`src/hdl/blm_pkg.sv`:
```
package blm_pkg;

  localparam int unsigned TEMPO_STEPS = 19;
  localparam logic [4:0] TEMPO_IDX_MAX = 5'(TEMPO_STEPS - 1);
  localparam logic [4:0] TEMPO_IDX_RESET = 5'd5;
  localparam logic [9:0] COUNT_SAT = 10'd1023;
  localparam int unsigned MASK_W = 5;

  localparam logic [9:0] LOCKOUT_RESET = 10'd200;
  localparam logic [7:0] TONE_RESET = 8'd50;

  localparam int unsigned CFG_ADDR_W = 3;
  localparam logic [CFG_ADDR_W-1:0] REG_LOCKOUT = 3'd0;
  localparam logic [CFG_ADDR_W-1:0] REG_TONE = 3'd4;

  typedef struct packed {
    logic [9:0] lockout_ms;
    logic [7:0] tone_ms;
  } blm_cfg_t;

  typedef struct packed {
    logic [MASK_W-1:0] led_mask;
    logic              tone_on;
    logic              accent;
    logic              running;
    logic [7:0]        tempo_bpm;
  } blm_result_t;

  // Beat interval in ms, 60000/BPM, for BPM = 70 + 10*idx
  function automatic logic [9:0] beat_interval(input logic [4:0] idx);
    logic [9:0] ms;
    case (idx)
      5'd0:    ms = 10'd857;
      5'd1:    ms = 10'd750;
      5'd2:    ms = 10'd666;
      5'd3:    ms = 10'd600;
      5'd4:    ms = 10'd545;
      5'd5:    ms = 10'd500;
      5'd6:    ms = 10'd461;
      5'd7:    ms = 10'd428;
      5'd8:    ms = 10'd400;
      5'd9:    ms = 10'd375;
      5'd10:   ms = 10'd352;
      5'd11:   ms = 10'd333;
      5'd12:   ms = 10'd315;
      5'd13:   ms = 10'd300;
      5'd14:   ms = 10'd285;
      5'd15:   ms = 10'd272;
      5'd16:   ms = 10'd260;
      5'd17:   ms = 10'd250;
      default: ms = 10'd240;
    endcase
    return ms;
  endfunction

  function automatic logic [7:0] tempo_to_bpm(input logic [4:0] idx);
    return 8'd70 + 8'(idx) * 8'd10;
  endfunction

endpackage

```
`src/hdl/blm_cfg.sv`:
```
module blm_cfg (
  input  logic                           clk,
  input  logic                           rst_n,
  input  logic                           psel,
  input  logic                           penable,
  input  logic                           pwrite,
  input  logic [blm_pkg::CFG_ADDR_W-1:0] paddr,
  input  logic [31:0]                    pwdata,
  output logic [31:0]                    prdata,
  output logic                           pready,
  output blm_pkg::blm_cfg_t              cfg
);
  import blm_pkg::*;

  logic [9:0] lockout_r;
  logic [7:0] tone_r;
  logic       wr_en;

  assign pready = 1'b1;
  assign wr_en  = psel & penable & pwrite;

  always_ff @(posedge clk) begin
    if (!rst_n) begin
      lockout_r <= LOCKOUT_RESET;
      tone_r    <= TONE_RESET;
    end else if (wr_en) begin
      case (paddr)
        REG_LOCKOUT: lockout_r <= pwdata[9:0];
        REG_TONE:    tone_r    <= pwdata[7:0];
        default:     ;
      endcase
    end
  end

  always_comb begin
    case (paddr)
      REG_LOCKOUT: prdata = 32'(lockout_r);
      REG_TONE:    prdata = 32'(tone_r);
      default:     prdata = '0;
    endcase
  end

  assign cfg.lockout_ms = lockout_r;
  assign cfg.tone_ms    = tone_r;

endmodule

```
`src/hdl/blm_core.sv`:
```
module blm_core #(
  parameter int unsigned LED_COUNT = 5
) (
  input  logic                  clk,
  input  logic                  rst_n,
  input  logic                  step,
  input  logic                  start_level,
  input  logic                  faster_level,
  input  logic                  slower_level,
  input  blm_pkg::blm_cfg_t     cfg,
  output blm_pkg::blm_result_t  res
);
  import blm_pkg::*;

  localparam int unsigned PW = (LED_COUNT > 1) ? $clog2(LED_COUNT) : 1;
  localparam logic [PW-1:0] LAST = PW'(LED_COUNT - 1);

  logic          run_r, run_nxt;
  logic          prev_s_r, prev_f_r, prev_d_r;
  logic [9:0]    since_press_r, since_press_nxt;
  logic [9:0]    since_beat_r, since_beat_nxt;
  logic [PW-1:0] beat_pos_r, beat_pos_nxt;
  logic          down_r, down_nxt;
  logic [4:0]    tempo_r, tempo_nxt;
  logic [7:0]    tone_left_r, tone_left_nxt;
  logic [PW-1:0] lit_pos_r, lit_pos_nxt;
  logic          lit_acc_r, lit_acc_nxt;

  logic [9:0]    sp_inc, sb_inc;
  logic          start_hit, stop_hit, beat;
  logic [4:0]    tempo_f;
  logic [7:0]    tone_cur;

  always_comb begin
    sp_inc = (since_press_r == COUNT_SAT) ? COUNT_SAT : since_press_r + 10'd1;
    sb_inc = (since_beat_r == COUNT_SAT) ? COUNT_SAT : since_beat_r + 10'd1;

    start_hit = !start_level && prev_s_r && (sp_inc > cfg.lockout_ms);
    run_nxt   = run_r ^ start_hit;
    stop_hit  = start_hit && run_r;
    since_press_nxt = start_hit ? 10'd0 : sp_inc;

    // faster first, then slower, each clamped at its end
    tempo_f   = (!faster_level && prev_f_r && tempo_r < TEMPO_IDX_MAX) ? tempo_r + 5'd1 : tempo_r;
    tempo_nxt = (!slower_level && prev_d_r && tempo_f != 5'd0) ? tempo_f - 5'd1 : tempo_f;

    beat = run_nxt && (sb_inc >= beat_interval(tempo_nxt));

    since_beat_nxt = beat ? 10'd0 : sb_inc;
    lit_pos_nxt    = lit_pos_r;
    lit_acc_nxt    = lit_acc_r;
    beat_pos_nxt   = beat_pos_r;
    down_nxt       = down_r;
    tone_cur       = stop_hit ? 8'd0 : tone_left_r;

    if (beat) begin
      lit_pos_nxt = beat_pos_r;
      lit_acc_nxt = (beat_pos_r == '0) || (beat_pos_r == LAST);
      tone_cur    = cfg.tone_ms;
      // bounce between the end LEDs
      if (!down_r) begin
        if ({1'b0, beat_pos_r} + (PW+1)'(1) >= {1'b0, LAST}) begin
          beat_pos_nxt = LAST;
          down_nxt     = 1'b1;
        end else begin
          beat_pos_nxt = beat_pos_r + PW'(1);
        end
      end else begin
        if (beat_pos_r <= PW'(1)) begin
          beat_pos_nxt = '0;
          down_nxt     = 1'b0;
        end else begin
          beat_pos_nxt = beat_pos_r - PW'(1);
        end
      end
    end

    res.running   = run_nxt;
    res.tempo_bpm = tempo_to_bpm(tempo_nxt);
    if (tone_cur != 8'd0) begin
      res.led_mask  = (32'(lit_pos_nxt) < MASK_W) ? (MASK_W'(1) << lit_pos_nxt) : '0;
      res.tone_on   = 1'b1;
      res.accent    = lit_acc_nxt;
      tone_left_nxt = tone_cur - 8'd1;
    end else begin
      res.led_mask  = '0;
      res.tone_on   = 1'b0;
      res.accent    = 1'b0;
      tone_left_nxt = 8'd0;
    end
  end

  always_ff @(posedge clk) begin
    if (!rst_n) begin
      run_r         <= 1'b0;
      prev_s_r      <= 1'b1;
      prev_f_r      <= 1'b1;
      prev_d_r      <= 1'b1;
      since_press_r <= '0;
      since_beat_r  <= '0;
      beat_pos_r    <= '0;
      down_r        <= 1'b0;
      tempo_r       <= TEMPO_IDX_RESET;
      tone_left_r   <= '0;
      lit_pos_r     <= '0;
      lit_acc_r     <= 1'b0;
    end else if (step) begin
      run_r         <= run_nxt;
      prev_s_r      <= start_level;
      prev_f_r      <= faster_level;
      prev_d_r      <= slower_level;
      since_press_r <= since_press_nxt;
      since_beat_r  <= since_beat_nxt;
      beat_pos_r    <= beat_pos_nxt;
      down_r        <= down_nxt;
      tempo_r       <= tempo_nxt;
      tone_left_r   <= tone_left_nxt;
      lit_pos_r     <= lit_pos_nxt;
      lit_acc_r     <= lit_acc_nxt;
    end
  end

`ifndef SYNTHESIS
  a_tone_needs_run: assert property (@(posedge clk) disable iff (!rst_n)
    tone_left_r != 8'd0 |-> run_r)
    else $error("tone pending while stopped");

  a_tempo_range: assert property (@(posedge clk) disable iff (!rst_n)
    tempo_r <= TEMPO_IDX_MAX)
    else $error("tempo index out of range");

  a_pos_range: assert property (@(posedge clk) disable iff (!rst_n)
    beat_pos_r <= LAST)
    else $error("beat position past last LED");

  a_beat_clears: assert property (@(posedge clk) disable iff (!rst_n)
    step && beat |=> since_beat_r == 10'd0)
    else $error("beat did not restart interval count");
`endif

endmodule

```
`src/hdl/blm_outbuf.sv`:
```
module blm_outbuf (
  input  logic                 clk,
  input  logic                 rst_n,
  input  logic                 load,
  input  blm_pkg::blm_result_t din,
  output logic                 full,
  output logic                 out_valid,
  input  logic                 out_stall,
  output blm_pkg::blm_result_t dout
);
  import blm_pkg::*;

  logic        out_valid_r, skid_valid_r;
  blm_result_t out_r, skid_r;

  always_ff @(posedge clk) begin
    if (!rst_n) begin
      out_valid_r  <= 1'b0;
      skid_valid_r <= 1'b0;
    end else if (out_valid_r && !out_stall) begin
      if (skid_valid_r) begin
        skid_valid_r <= 1'b0;
      end else begin
        out_valid_r <= load;
      end
    end else if (!out_valid_r) begin
      out_valid_r <= load;
    end else if (load) begin
      skid_valid_r <= 1'b1;
    end
  end

  always_ff @(posedge clk) begin
    if (out_valid_r && !out_stall) begin
      out_r <= skid_valid_r ? skid_r : din;
    end else if (!out_valid_r) begin
      out_r <= din;
    end else if (load) begin
      skid_r <= din;
    end
  end

  assign full      = skid_valid_r;
  assign out_valid = out_valid_r;
  assign dout      = out_r;

`ifndef SYNTHESIS
  a_skid_behind_out: assert property (@(posedge clk) disable iff (!rst_n)
    skid_valid_r |-> out_valid_r)
    else $error("skid holds a beat ahead of output");

  a_no_load_full: assert property (@(posedge clk) disable iff (!rst_n)
    skid_valid_r |-> !load)
    else $error("load into full buffer");

  a_stall_keeps: assert property (@(posedge clk) disable iff (!rst_n)
    out_valid_r && out_stall |=> out_valid_r)
    else $error("stalled beat dropped");
`endif

endmodule

```
`src/hdl/bouncing_led_metronome_unit.sv`:
```
// Bouncing LED metronome. Each input beat is one millisecond tick with the
// three active-low button levels; every accepted tick yields exactly one
// result beat with the LED drive, tone enable, accent and current run flag
// and tempo. The state update is a single registered pass, so a tick can be
// taken every clock cycle while in_stall is low; its result is registered in
// the two-entry output buffer, which absorbs output stalls. in_stall rises
// only once two results are waiting. The user must set lockout_ms (address 0)
// and tone_ms (address 4) via APB while no ticks are in flight (not enforced).
module bouncing_led_metronome_unit #(
  parameter int unsigned LED_COUNT = 5
) (
  input  logic                                   clk,
  input  logic                                   rst_n,
  input  logic                                   in_valid,
  output logic                                   in_stall,
  input  logic                                   in_start_level,
  input  logic                                   in_faster_level,
  input  logic                                   in_slower_level,
  output logic                                   out_valid,
  input  logic                                   out_stall,
  output logic [blm_pkg::MASK_W-1:0]             out_led_mask,
  output logic                                   out_tone_on,
  output logic                                   out_accent,
  output logic                                   out_running,
  output logic [7:0]                             out_tempo_bpm,
  input  logic                                   psel,
  input  logic                                   penable,
  input  logic                                   pwrite,
  input  logic [blm_pkg::CFG_ADDR_W-1:0]         paddr,
  input  logic [31:0]                            pwdata,
  output logic [31:0]                            prdata,
  output logic                                   pready
);
  import blm_pkg::*;

  blm_cfg_t    cfg;
  blm_result_t res, res_out;
  logic        full, accept;

  assign in_stall = full;
  assign accept   = in_valid & ~full;

  blm_cfg u_cfg (
    .clk     (clk),
    .rst_n   (rst_n),
    .psel    (psel),
    .penable (penable),
    .pwrite  (pwrite),
    .paddr   (paddr),
    .pwdata  (pwdata),
    .prdata  (prdata),
    .pready  (pready),
    .cfg     (cfg)
  );

  blm_core #(
    .LED_COUNT (LED_COUNT)
  ) u_core (
    .clk          (clk),
    .rst_n        (rst_n),
    .step         (accept),
    .start_level  (in_start_level),
    .faster_level (in_faster_level),
    .slower_level (in_slower_level),
    .cfg          (cfg),
    .res          (res)
  );

  blm_outbuf u_outbuf (
    .clk       (clk),
    .rst_n     (rst_n),
    .load      (accept),
    .din       (res),
    .full      (full),
    .out_valid (out_valid),
    .out_stall (out_stall),
    .dout      (res_out)
  );

  assign out_led_mask  = res_out.led_mask;
  assign out_tone_on   = res_out.tone_on;
  assign out_accent    = res_out.accent;
  assign out_running   = res_out.running;
  assign out_tempo_bpm = res_out.tempo_bpm;

endmodule
```
`config.mk`:
```
export PLATFORM = sky130hd
export DESIGN_NAME = bouncing_led_metronome_unit
export DESIGN_NICKNAME = d
export VERILOG_FILES = /design/src/hdl/blm_pkg.sv /design/src/hdl/blm_cfg.sv /design/src/hdl/blm_core.sv /design/src/hdl/blm_outbuf.sv /design/src/hdl/bouncing_led_metronome_unit.sv
export SDC_FILE = /design/constraint.sdc
export NUM_CORES = 1
export LEC_CHECK = 0
export BUFFER_PORTS_ARGS = -buffer_cell sky130_fd_sc_hd__buf_4
export CAP_MARGIN = 10
export CORE_MARGIN = 1
export CORE_UTILIZATION = 30
export DETAILED_ROUTE_END_ITERATION = 8
export PLACE_DENSITY = 0.49
export SYNTH_ARGS = -nofsm -noshare
export SYNTH_HDL_FRONTEND = slang
export SYNTH_SLANG_ARGS = --single-unit
export TNS_END_PERCENT = 10
```
`constraint.sdc`:
```
create_clock -name clk -period 9 [get_ports clk]
set_clock_uncertainty 0.15 [all_clocks]
set_input_delay 1.35 -clock clk [delete_from_list [all_inputs] [get_ports clk]]
set_output_delay 1.35 -clock clk [all_outputs]
set_load 0.005 [all_outputs]
```
* After elaboration in Yosys (flattened, before gate mapping)
Memory sizes are Yosys's and may differ from the RTL's.
Cells that the tools add are included.
** Word-level totals
- Flip-flop bits (word level) :: 97
- ROM bits :: 320
- Bits of input ports :: 45
- Output and inout port bits :: 51
- Logic and storage cells :: 107
- Memories kept :: 1
** Memories
- (no name shown) :: depth 32, width 10, read ports 1, clocked after Yosys merged registers in 0, write ports 0, RTL line blm_pkg.sv:32 : case (idx)
** Cells by class
- Add/sub/neg operators :: 9
- $mul :: 1
- Magnitude comparators :: 6
- Equal/unequal tests :: 6
- Shift operators :: 1
- Muxes and demuxes :: 26
- Bitwise logic cells :: 7
- Reductions and logical operators :: 24
** Operators with widths (number)
- $mux 16 :: 3
- $mux 10 :: 4
- $mux 8 :: 3
- $add 10x1->10 const B :: 2
- $eq 10x10->1 const B :: 2
- $pmux 10 s2 :: 1
- $mux 5 :: 3
- $mux 3 :: 4
- $ge 10x10->1 :: 1
- $gt 10x10->1 :: 1
- $logic_and 1x1->1 :: 9
- $add 7x8->8 const A :: 1
- $reduce_and 2->1 :: 4
- $reduce_bool 8->1 :: 1
- $sub 8x1->8 const B :: 1
- $mul 5x3->7 const B :: 1
- $mux 1 :: 7
- $mux 7 :: 1
- $eq 3x3->1 const B :: 2
- $logic_not 3->1 :: 2
- $add 5x1->5 const B :: 1
- $lt 5x5->1 const B :: 1
- $reduce_bool 5->1 :: 1
- $shl 1x3->5 const A :: 1
- other kinds (15) :: 23

* Longest topological paths before layout
An unclocked memory read counts as a cell.
- Depth in word-level cells :: 16
- Mapped depth :: 31
- Gate-level depth less buffers :: 29

* By module
Synthesis repeated with hierarchy kept, for this count alone.
** Second synthesis, totals
- Cells, all modules :: 747
- Area total of the unflattened synthesis :: 6606.3 um^2
** By module, submodules not included
- blm_core :: times used 1, cells an instance 563, area an instance 4229.1 um^2, seq. area each 900.9 um^2
- blm_outbuf :: times used 1, cells an instance 59, area an instance 1293.7 um^2, seq. area each 1001.0 um^2
- blm_cfg :: times used 1, cells an instance 124, area an instance 1069.8 um^2, seq. area each 360.3 um^2
- bouncing_led_metronome_unit :: times used 1, cells an instance 1, area an instance 13.8 um^2, seq. area each 0.0 um^2

* Worst setup path after synthesis
Ideal clock, no wire load.
- Path type :: input to register
- From :: input in_faster_level
- To :: register u_outbuf.out_r (netlist bit u_outbuf.dout[12]) (data pin)
- Library setup time :: 0.260 ns
- Data arrival time :: 6.463 ns
- Data required time :: 8.590 ns
- Slack :: 2.127 ns
- Stages on the path :: 27
- Buffers on the path :: 2
- Path through :: nor2b_1 -> nand2_1 -> xnor2_1 -> inv_1 -> ha_1 -> nand2b_1 -> nor4b_2 -> a211oi_4 -> xnor2_1 -> inv_1 -> ha_1 -> inv_1 -> o21ai_0 -> o221ai_1 -> ha_1 -> a21o_1 -> a21o_1 -> a21oi_1 -> a2bb2oi_2 -> clkbuf_1 -> mux2i_1 -> ha_1 -> o21ai_0 -> mux2i_1 -> buf_2 -> nor2_1 -> mux2_2
** RTL lines
- from (decl) :: RTL line bouncing_led_metronome_unit.sv:17 : input logic in_faster_level,
- to (signal assigned) :: RTL line blm_outbuf.sv:35 : out_r <= skid_valid_r ? skid_r : din;
- to (signal assigned) :: RTL line blm_outbuf.sv:37 : out_r <= din;
- to (decl) :: RTL line blm_outbuf.sv:14 : blm_result_t out_r, skid_r;

* Worst setup path after layout
- From :: input in_faster_level
- To :: register u_core.tone_left_r[6]
** Between the ends
- Longest elaborated chain between the ends :: 13
- Elaborated cells between the ends (all ways) :: 15
- Those cells by class :: 2 x add/sub; 1 x order compare; 4 x mux; 7 x reduce/logical; 1 x memory
** Ends and longest elaborated chain
- $logic_not 1->1 * :: RTL line blm_core.sv:44 : tempo_f = (!faster_level && prev_f_r && tempo_r < TEMPO_IDX_MAX) ? tempo_r + 5'd1 : tempo_r;
- $logic_and 1x1->1 * (2 in series) :: RTL line blm_core.sv:44
- $mux 5 * :: RTL line blm_core.sv:44
- branches (longest 2 deep; another with $sub 5x1->5)
- $mux 5 * :: RTL line blm_core.sv:45 : tempo_nxt = (!slower_level && prev_d_r && tempo_f != 5'd0) ? tempo_f - 5'd1 : tempo_f;
- named net u_core.tempo_nxt[1] :: RTL line blm_core.sv:24 : logic [4:0] tempo_r, tempo_nxt;
- $mem_v2 32x10 *
- $ge 10x10->1 * :: RTL line blm_core.sv:47 : beat = run_nxt && (sb_inc >= beat_interval(tempo_nxt));
- $logic_and 1x1->1 * :: RTL line blm_core.sv:47
- $mux 8 * :: RTL line blm_core.sv:56 : if (beat) begin
- $sub 8x1->8 or $reduce_bool 8->1 (tied branches) :: RTL line blm_core.sv:84, blm_core.sv:80
- $mux 8 * :: RTL line blm_core.sv:80 : if (tone_cur != 8'd0) begin
- to (signal assigned) :: RTL line blm_core.sv:117 : tone_left_r <= tone_left_nxt;
- to (decl) :: RTL line blm_core.sv:25 : logic [7:0] tone_left_r, tone_left_nxt;
Mark *: on every way through the listed nets, which the timed path passes.
A chain may end at the register's enable or synchronous reset.

==> impl_metrics.env <==
export IMPL_finalWirelength_um=14200
export IMPL_fin_util_pct=34.80
export IMPL_grt_remaining_overflow=0
export IMPL_synth_edf_count=30
export IMPL_place_inst=1036
export IMPL_yosysTopAreaCellShare_pct=20.62
export IMPL_seq_area_sq_um=2202
export IMPL_dp_hpwl_um=10100
export IMPL_drive_gt1_share_pct=13.04
export IMPL_areaGrowthSynthToFinish_pct=12.65
export IMPL_worst_r2r_path_depth=28
export IMPL_core_area_sq_um=20430
export IMPL_status="complete, no violations"
export IMPL_place_ws_ns=1.152
export IMPL_clk_latency_ns=0.34
export IMPL_multi_input_area_sq_um=3700
export IMPL_relSlewSlack_pct=31.96
export IMPL_netlist_instances=744
export IMPL_drt_iter0_markers=288
export IMPL_postCtsSetupBuffers=0
export IMPL_fp_dieH_um=147.0
export IMPL_cts_clk_slew_worst_paths_ns=0.07
export IMPL_num_rows=52
export IMPL_fin_crit_sh_pct=83.28
export IMPL_cts_buffer_depth=2
export IMPL_fin_ws_ns=1.505
export IMPL_yosys_top_cells_area="dfxtp_1 21%, edfxtp_1 14%, ha_1 8.5%"
export IMPL_p_sw_uw=493.4
export IMPL_final_area_sq_um=7109
export IMPL_setup_worst_path_start_class="primary input"
export IMPL_n_antenna_cell=0
export IMPL_critPathKind="primary input to flip-flop"
export IMPL_cts_resized=0
export IMPL_grt_pass1_wl_um=23740
export IMPL_pwr_share_comb_pct=37.1
export IMPL_seq_area_frac_synth_pct=34.89
export IMPL_worstPathRequired_ns=9.13
export IMPL_path_buf_inv=4
export IMPL_cp_depth=29
export IMPL_yosysUniqueCellTypes=67
export IMPL_antenna_found_initial=0
export IMPL_min_path_type="flip-flop to flip-flop"
export IMPL_synthArstFlopShare_pct=0
export IMPL_grt_pass1_vias=4719
export IMPL_routed_via_density=4.868
export IMPL_whs_ns=0.3089
export IMPL_critical_path_max_stage_delay_ns=0.51
export IMPL_remaining_drc_errors=0
export IMPL_avgSynthCellArea_sq_um=8.483
export IMPL_drv_cap=0
export IMPL_finalHoldViolCount=0
export IMPL_ios=96
export IMPL_portBuffers=49
export IMPL_place_gp_congestion=0.7704
export IMPL_holdBufCountCts=0
export IMPL_power_mw=1.442
export IMPL_hold_depth=2
export IMPL_synth_ff_type="dfxtp_1"
export IMPL_synth_largest_area_cell="dfxtp_1"
export IMPL_nFillCells=2160
export IMPL_grt_max_degree=46
export IMPL_initial_core_util_pct=30.89
export IMPL_num_vias=5121
export IMPL_slew_viol_final=0
export IMPL_numCtsBuffers=9
export IMPL_nNetsFinal=866
export IMPL_cp_max_fo=10
export IMPL_endpoint_kind="flip-flop"
export IMPL_setup_tns_final_ns=0
export IMPL_rsz0062_at_grt="false"
export IMPL_clkSinkCount=95
export IMPL_ir_drop_uv=83.83
export IMPL_fin_cells=1052
export IMPL_drt_first_pass_iters=5
export IMPL_p_per_area_nw_per_um2=202.9
export IMPL_yosysWarningCount=0
export IMPL_seq_power_share_pct=37.5
export IMPL_drt_wirelength_per_cell_um=13.50
export IMPL_finalSetupViolCount=0
export IMPL_cts_root_buffer_cell="clkbuf_16"
export IMPL_cts_max_level=3
export IMPL_grt_usage_pct=13.42
export IMPL_power_leakage_nw=2.996
export IMPL_cts_tree="yes"
export IMPL_timing_critical_path_arrival_ns=7.62
export IMPL_sw_frac_of_total_pct=34.21
export IMPL_cp_slowest_cell="a2bb2oi_2"
export IMPL_fmax_mhz=133.4
export IMPL_p_int_uw=948.8
export IMPL_die_w_um=147.0
export IMPL_p_clk_share_pct=25.3
export IMPL_synth_seq_cells=95
export IMPL_yosys_top_cells_count="83 x nand2_1, 70 x nor2_1, 65 x dfxtp_1, 61 x a21oi_1, 43 x ha_1"
export IMPL_worstMarginPinSlew_ns=1.016
export IMPL_die_area_sq_um=21620
export IMPL_post_route_min_period_ns=7.495
export IMPL_placed_area_sq_um=6829
export IMPL_ant_nets=0
export IMPL_cp_top_family="compound AO/OA/AOI/OAI gates"
export IMPL_netlist_area_sq_um=6311
export IMPL_yosysMostFrequentCell="nand2_1"
worst paths after layout:
check | from | end | slack, ns
max reg2reg | u_core.tempo_r[3]$_SDFFE_PN0P_ | u_core.tone_left_r[6]$_SDFFE_PN0P_ | 2.02
max | in_faster_level | u_core.tone_left_r[6]$_SDFFE_PN0P_ | 1.50
min | u_cfg.lockout_r[9]$_SDFFE_PN0P_ | u_cfg.lockout_r[9]$_SDFFE_PN0P_ | 0.31
min reg2reg | u_cfg.lockout_r[9]$_SDFFE_PN0P_ | u_cfg.lockout_r[9]$_SDFFE_PN0P_ | 0.31
power groups by stage:
stage / sequential, mW / combinational (mW) / clock (mW)
after global routing: 0.546 / 0.601 / 0.391
after global placement: 0.551 / 0.537 / 0
after floorplan: 0.546 / 0.404 / 0
after detailed placement: 0.551 / 0.534 / 0
final: 0.541 / 0.536 / 0.365
after CTS: 0.541 / 0.539 / 0.380
sequential cells by signal (all words and copies together), names as in the netlist, 3 cells and up:
signal                cells
u_core.lit_pos_r          3
u_core.tone_left_r        8
u_core.tempo_r            5
u_cfg.lockout_r          10
u_core.beat_pos_r         3
u_outbuf.dout            15
u_outbuf.skid_r          15
u_cfg.tone_r              8
u_core.since_press_r     10
u_core.since_beat_r      10
placed cells by master, fill, tap and decap left out, types with 3 or more instances in the layout:
cell type	instances
mux2_2	15
o21ai_0	29
a21oi_1	61
a22oi_1	12
inv_1	37
ha_1	43
nand2_1	83
inv_6	3
or3_1	5
a21o_1	6
o21a_1	3
o211ai_1	13
and3_1	7
buf_4	58
dfxtp_1	65
nand2b_1	10
nand3b_1	5
and4_1	5
mux2i_1	25
nor2b_1	9
nand3_1	25
or4_1	3
a211oi_1	3
nor2_1	70
clkbuf_16	9
a22o_1	5
conb_1	24
inv_2	3
nand4_1	12
xnor2_1	15
nor3_1	19
a31oi_1	10
and2_1	5
xor2_1	13
edfxtp_1	30
area by class of cell:
class                           count  area share [%]
Clock inverter                      7          0.7744
Tap cell                          270           4.752
Inverter                           41           2.165
Clock buffer                        9           3.168
Multi-Input combinational cell    572           52.04
Timing Repair Buffer               58           6.125
Sequential cell                    95           30.97
metal layers:
| metal | track usage, % | share of wire [%] | vias up |
|---|---|---|---|
| met5 | 0 | 0 | - |
| met4 | 3.402 | 0.98 | 0 |
| met3 | 2.422 | 3.3 | 11 |
| met2 | 20.87 | 44 | 97 |
| met1 | 19.06 | 51 | 2347 |
| li1 | - | - | 2666 |
cell families after synthesis:
family / count (synthesis) / synth area share, %
buffers and inverters: 99 / 7.831
flip-flops: 95 / 34.89
AND/OR/NAND/NOR: 275 / 21.49
adder cells (fa/ha/maj): 44 / 8.842
XOR/XNOR: 29 / 4.144
multiplexers: 40 / 6.642
AO/OA/AOI/OAI: 160 / 16.04
other: 2 / 0.1190
tightest hold or removal path: cells and delay by family (launching register included):
kind | cells | cell delay (ns)
AOI/OAI and AO/OA | 1 | 0.05
DFF | 1 | 0.31
and+or+nand+nor | 1 | 0.05
No activity file was read; power rests on OpenSTA's default activity.
